## config.mk

```make
export PLATFORM = sky130hd
export DESIGN_NAME = bbea_tap_sum
export DESIGN_NICKNAME = d
export VERILOG_FILES = /design/src/hdl/box_blur_3x3_edge_aware_top_macros.svh /design/src/hdl/bbea_pkg.sv /design/src/hdl/bbea_tap_sum.sv
export SDC_FILE = /design/constraint.sdc
export NUM_CORES = 1
export LEC_CHECK = 0
export BUFFER_PORTS_ARGS = -buffer_cell sky130_fd_sc_hd__buf_2
export CAP_MARGIN = 20
export CORE_UTILIZATION = 30
export CTS_BUF_LIST = sky130_fd_sc_hd__clkbuf_8
export CTS_CLUSTER_SIZE = 20
export DETAILED_ROUTE_END_ITERATION = 7
export SYNTH_ARGS = -nofsm -noshare
export SYNTH_HDL_FRONTEND = slang
export SYNTH_SLANG_ARGS = --single-unit
export TNS_END_PERCENT = 30
```

## constraint.sdc

```tcl
create_clock -name i_clk -period 11.76 [get_ports i_clk]
set_input_delay 2.352 -clock i_clk [delete_from_list [all_inputs] [get_ports i_clk]]
set_output_delay 2.352 -clock i_clk [all_outputs]
set_load 0.02 [all_outputs]
```

## src/hdl/box_blur_3x3_edge_aware_top_macros.svh

```systemverilog
// Assertion macros for the box blur RTL.
`ifndef BOX_BLUR_3X3_EDGE_AWARE_TOP_MACROS_SVH
`define BOX_BLUR_3X3_EDGE_AWARE_TOP_MACROS_SVH
`ifndef SYNTHESIS
// Same-cycle implication, disabled while reset is asserted.
`define BBEA_ASSERT_IMPLY(lbl, clk, rst_n, ante, cons) \
    lbl: assert property (@(posedge clk) disable iff (!rst_n) (ante) |-> (cons)) \
        else $error("bbea: implication check failed");
// Invariant checked at every clock edge out of reset.
`define BBEA_ASSERT_ALWAYS(lbl, clk, rst_n, cond) \
    lbl: assert property (@(posedge clk) disable iff (!rst_n) (cond)) \
        else $error("bbea: invariant check failed");
`else
`define BBEA_ASSERT_IMPLY(lbl, clk, rst_n, ante, cons)
`define BBEA_ASSERT_ALWAYS(lbl, clk, rst_n, cond)
`endif
`endif

```

## src/hdl/bbea_pkg.sv

```systemverilog
// Types, constants and the reciprocal table of the 3x3 box blur.
`timescale 1ns / 1ps
package bbea_pkg;

    localparam int PIX_CH_W     = 8;
    localparam int SUM_W        = 12;   // nine 8-bit taps
    localparam int CNT_W        = 4;    // up to nine taps
    localparam int NUM_W        = 13;   // 2*sum + count
    localparam int RECIP_W      = 17;
    localparam int RECIP_SHIFT  = 17;
    localparam int CFG_WIDTH_W  = 11;
    localparam int CFG_HEIGHT_W = 13;
    localparam int CFG_DATA_W   = 13;
    localparam int RESET_WIDTH  = 1024;
    localparam int RESET_HEIGHT = 768;

    typedef logic [0:0] t_cfg_index;
    localparam t_cfg_index CFG_IMAGE_WIDTH  = 1'b0;
    localparam t_cfg_index CFG_IMAGE_HEIGHT = 1'b1;

    typedef struct packed {
        logic [PIX_CH_W-1:0] red;
        logic [PIX_CH_W-1:0] green;
        logic [PIX_CH_W-1:0] blue;
    } t_pix;

    // Window row k holds rows r-2..r, column m holds columns c-2..c.
    typedef t_pix [2:0][2:0] t_win;

    typedef struct packed {
        logic [PIX_CH_W-1:0] in_red;
        logic [PIX_CH_W-1:0] in_green;
        logic [PIX_CH_W-1:0] in_blue;
    } t_in_beat;

    typedef struct packed {
        logic [PIX_CH_W-1:0] out_red;
        logic [PIX_CH_W-1:0] out_green;
        logic [PIX_CH_W-1:0] out_blue;
        logic                last_in_run;
        logic                frame_done;
    } t_out_beat;

    typedef struct packed {
        logic [2:0] row_ok;
        logic [2:0] col_ok;
    } t_tap_mask;

    typedef struct packed {
        logic [SUM_W-1:0] red_sum;
        logic [SUM_W-1:0] green_sum;
        logic [SUM_W-1:0] blue_sum;
        logic [CNT_W-1:0] cnt;
    } t_sums;

    typedef enum logic [1:0] {
        ST_IDLE,
        ST_LOOK,
        ST_SUM,
        ST_PUT
    } t_state;

    // ceil(2^17 / (2*cnt)); exact floor division for numerators below 4600.
    function automatic logic [RECIP_W-1:0] recip_of(input logic [CNT_W-1:0] cnt);
        logic [RECIP_W-1:0] rv;
        case (cnt)
            4'd2:    rv = 17'd32768;
            4'd3:    rv = 17'd21846;
            4'd4:    rv = 17'd16384;
            4'd5:    rv = 17'd13108;
            4'd6:    rv = 17'd10923;
            4'd7:    rv = 17'd9363;
            4'd8:    rv = 17'd8192;
            4'd9:    rv = 17'd7282;
            default: rv = 17'd65536;
        endcase
        return rv;
    endfunction

endpackage

```

## src/hdl/bbea_tap_sum.sv

```systemverilog
// Masked per-channel sum and tap count over the 3x3 window, registered.
`timescale 1ns / 1ps
module bbea_tap_sum import bbea_pkg::*; (
    input  logic      i_clk,
    input  logic      i_load,
    input  t_win      i_win,
    input  t_tap_mask i_mask,
    output t_sums     o_sums
);

    t_sums n_sums;
    t_sums r_sums;

    // Sum the taps that lie inside both the image and the window.
    always_comb begin
        n_sums = '0;
        for (int k = 0; k < 3; k++) begin
            for (int m = 0; m < 3; m++) begin
                if (i_mask.row_ok[k] && i_mask.col_ok[m]) begin
                    n_sums.red_sum   = n_sums.red_sum   + SUM_W'(i_win[k][m].red);
                    n_sums.green_sum = n_sums.green_sum + SUM_W'(i_win[k][m].green);
                    n_sums.blue_sum  = n_sums.blue_sum  + SUM_W'(i_win[k][m].blue);
                    n_sums.cnt       = n_sums.cnt + CNT_W'(1);
                end
            end
        end
    end

    always_ff @(posedge i_clk) begin
        if (i_load) begin
            r_sums <= n_sums;
        end
    end

    assign o_sums = r_sums;

endmodule
```

==> impl_metrics.ini <==
[cts]
tritoncts = done
cts_made_buffers = 5
htreeDepth = 2
clockBufferDepth = 2
cts-root-buf = clkbuf_8
cts_sinks = 40
path_clk_slew_ns = 0.10

[logic_synthesis]
synth-main-ff-cell = edfxtp_1
synth-async-reset-ratio_pct = 0
synth_cells = 1698
synth_simple_gate_area_share_pct = 17.7
synthAdderAreaFrac_pct = 23.2
synth.distinct_cells = 79
yosysSeqAreaShare_pct = 9.32
yosys_warnings = 0
synth_top_family_by_area = compound AO/OA/AOI/OAI gates
synth_nets = 2146
avgSynthCellArea_sq_um = 7.59
synth_edf_count = 40
synth_area_sq_mm = 0.0129
ys_ff_latch = 40
synthMuxAreaShare_pct = 5.96
synth_compound_area_share_pct = 28.1
synth_xor_area_share_pct = 10.6

[sta]
setup_violations = 0
final-hold-violation-count = 0
timing.final.ws_setup_ns = 0.607
max_freq_mhz = 89.7
tightest_slew_ns = 1.01
min_period_over_period_pct = 94.8
fin_crit_ns = 11.15
slew_viol_final = 0
relSlewSlack_pct = 32.8

[grt]
grt_start_max_net_pins = 41
grt_pass1_wl_mm = 64.8
antenna_found_initial = 21
grt_usage_pct = 18.6
gr-total-overflow = 0
grt_pass1_vias = 12800

[placement]
place_ws_ns = 0.142
dpl.hpwl_mm = 34.9
dpl.cell_count = 2477
gp_congestion = 0.895
port_buffers = 263

[route]
drcViolationCount = 0
viasPerCell = 5.15
vias = 12900
totalWireLength_mm = 40.9
final_antenna_net_count = 0
avgRoutedWirePerCell_microns = 16.3
drtIter0Drc = 612
drt_pre_antenna_iters = 5

[critical_path]
critical_path.endpoint = o_sums[14]$_DFFE_PP_
worstSetupPathType = in -> reg
startpoint = i_mask[3]
cp_max_fo = 14
startpoint_type = input port
slowest_delay_ns = 0.40
critPathRequiredTime_ns = 11.83
cpMostUsedCell = ha_1
crit_slowest_cell = fa_1
worst_ep_arrival_time_ns = 11.22
worstSetupEndpointType = register

[floorplanning]
die_area_sq_mm = 0.0438
die_h_microns = 209
io_pins = 264
rows = 75
initial_core_util_pct = 30.6
core-area_sq_mm = 0.0421
die_x_microns = 209

[finish]
nNetsFinal = 2396
largest_register_ffs = 40
drive_gt1_share_pct = 20.7
instances_no_fill = 2503
postLayoutCoreUtil_pct = 35.8
fill_cells = 4461
area_growth_pct = 17.3

[run_status]
outcome = finished clean

[min_path]
hp-class = in -> reg
hold_depth = 3

[pwr]
ir_drop_mv = 0.0414
p_leak_nw = 7.06
power_density_mw_per_mm2 = 106

[run]
timing.max_cap.violations = 0
-- synthesized netlist by cell type, types with 35 or more instances --
cell type	count	area share, %
nor2_1	168	4.9
xnor2_1	102	6.9
clkbuf_1	38	1.1
a21oi_1	141	5.5
xor2_1	35	2.4
ha_1	200	19
nand2_1	132	3.8
inv_1	120	3.5
edfxtp_1	40	9.3
o21ai_0	146	5.7
nor2b_1	50	2.4
mux2_2	54	4.7
o21a_1	42	2.4
a21o_1	47	2.7
-- metal layers --
| metal | global-route usage [%] | vias to the layer above | part of all wire [%] |
|---|---|---|---|
| met1 | 21.8 | 6036 | 43 |
| met5 | 0 | - | 0.22 |
| li1 | - | 6595 | - |
| met3 | 3.44 | 57 | 4.0 |
| met2 | 34.7 | 200 | 51 |
| met4 | 4.44 | 12 | 2.1 |
-- cell type report --
class | count | area [sq um] | area share (%)
Clock buffer | 5 | 68.8 | 0.456
Antenna cell | 15 | 37.5 | 0.249
Timing Repair Buffer | 294 | 1550 | 10.3
Inverter | 120 | 450 | 2.98
Clock inverter | 3 | 42.5 | 0.282
Tap cell | 539 | 674 | 4.46
Sequential cell | 40 | 1200 | 7.95
Multi-Input combinational cell | 1487 | 11100 | 73.3
-- kinds of logic (layout without fill, tap and decap cells) --
family / Yosys count / in the layout
adders and majority gates: 225 / 225
other: 0 / 15
muxes: 70 / 70
DFF: 40 / 40
AOI/OAI and AO/OA: 558 / 558
buffers and inverters: 171 / 422
and+or+nand+nor: 489 / 489
xor gates and xnor gates: 145 / 145
-- cells in the final DEF (no fill, tap or decap), types with 7 or more instances in the layout --
master / count
a211oi_1: 22
a21boi_0: 14
a21o_1: 47
a21oi_1: 137
a22o_1: 8
and2_1: 17
and3_1: 27
buf_2: 261
buf_4: 31
diode_2: 15
edfxtp_1: 40
fa_1: 24
ha_1: 200
inv_1: 120
mux2_2: 54
mux2i_1: 16
nand2_1: 132
nand2b_1: 33
nand3_1: 14
nor2_1: 167
nor2b_1: 48
nor3_1: 23
o211ai_1: 9
o21a_1: 42
o21ai_0: 143
o21ai_1: 7
o21ba_2: 7
o21bai_1: 19
o31a_1: 10
o31ai_1: 23
xnor2_1: 102
xor2_1: 35
-- through the flow --
step | total power [W] | setup TNS (ns) | cell area, sq um | hold slack, ns
floorplan | 0.00118 | 0 | 12900 | 2.46
global placement | 0.00144 | 0 | 14900 | 2.78
detailed placement | 0.00147 | 0 | 14900 | 2.78
CTS | 0.00161 | 0 | 15000 | 2.44
global route | 0.00178 | -0.0271 | 15100 | 2.44
finish | 0.00160 | 0 | 15100 | 2.45
-- what timing repair did --
action	4_1_cts	5_1_grt
hold buffers	0	0
gates resized for setup	0	19
endpoints found under the setup margin	0	8
buffers inserted	0	3
-- worst max-delay path, delay by kind of cell --
family,cells,cell delay (ns)
AO/OA/AOI/OAI,20,3.27
XOR/XNOR,3,0.42
adder cells (fa/ha/maj),9,2.82
buffers and inverters,4,0.36
multiplexers,3,0.67
AND/OR/NAND/NOR,9,1.36
-- how the worst min path moves through the flow --
stage,endpoint,start,slack [ns]
after CTS,o_sums[16]$_DFFE_PP_,i_win[200],2.44
after detailed placement,o_sums[4]$_DFFE_PP_,i_win[192],2.78
after global routing,o_sums[28]$_DFFE_PP_,i_win[208],2.44
after floorplan,o_sums[0]$_DFFE_PP_,i_load,2.46
final,o_sums[16]$_DFFE_PP_,i_win[200],2.45
after global placement,o_sums[4]$_DFFE_PP_,i_win[192],2.78
-- report_power, final --
group / switching, W / internal, W
Sequential: 0.00000868 / 0.000206
Clock: 0.0000605 / 0.0000630
Combinational: 0.000695 / 0.000569
No activity file was read; power rests on OpenSTA's default activity.
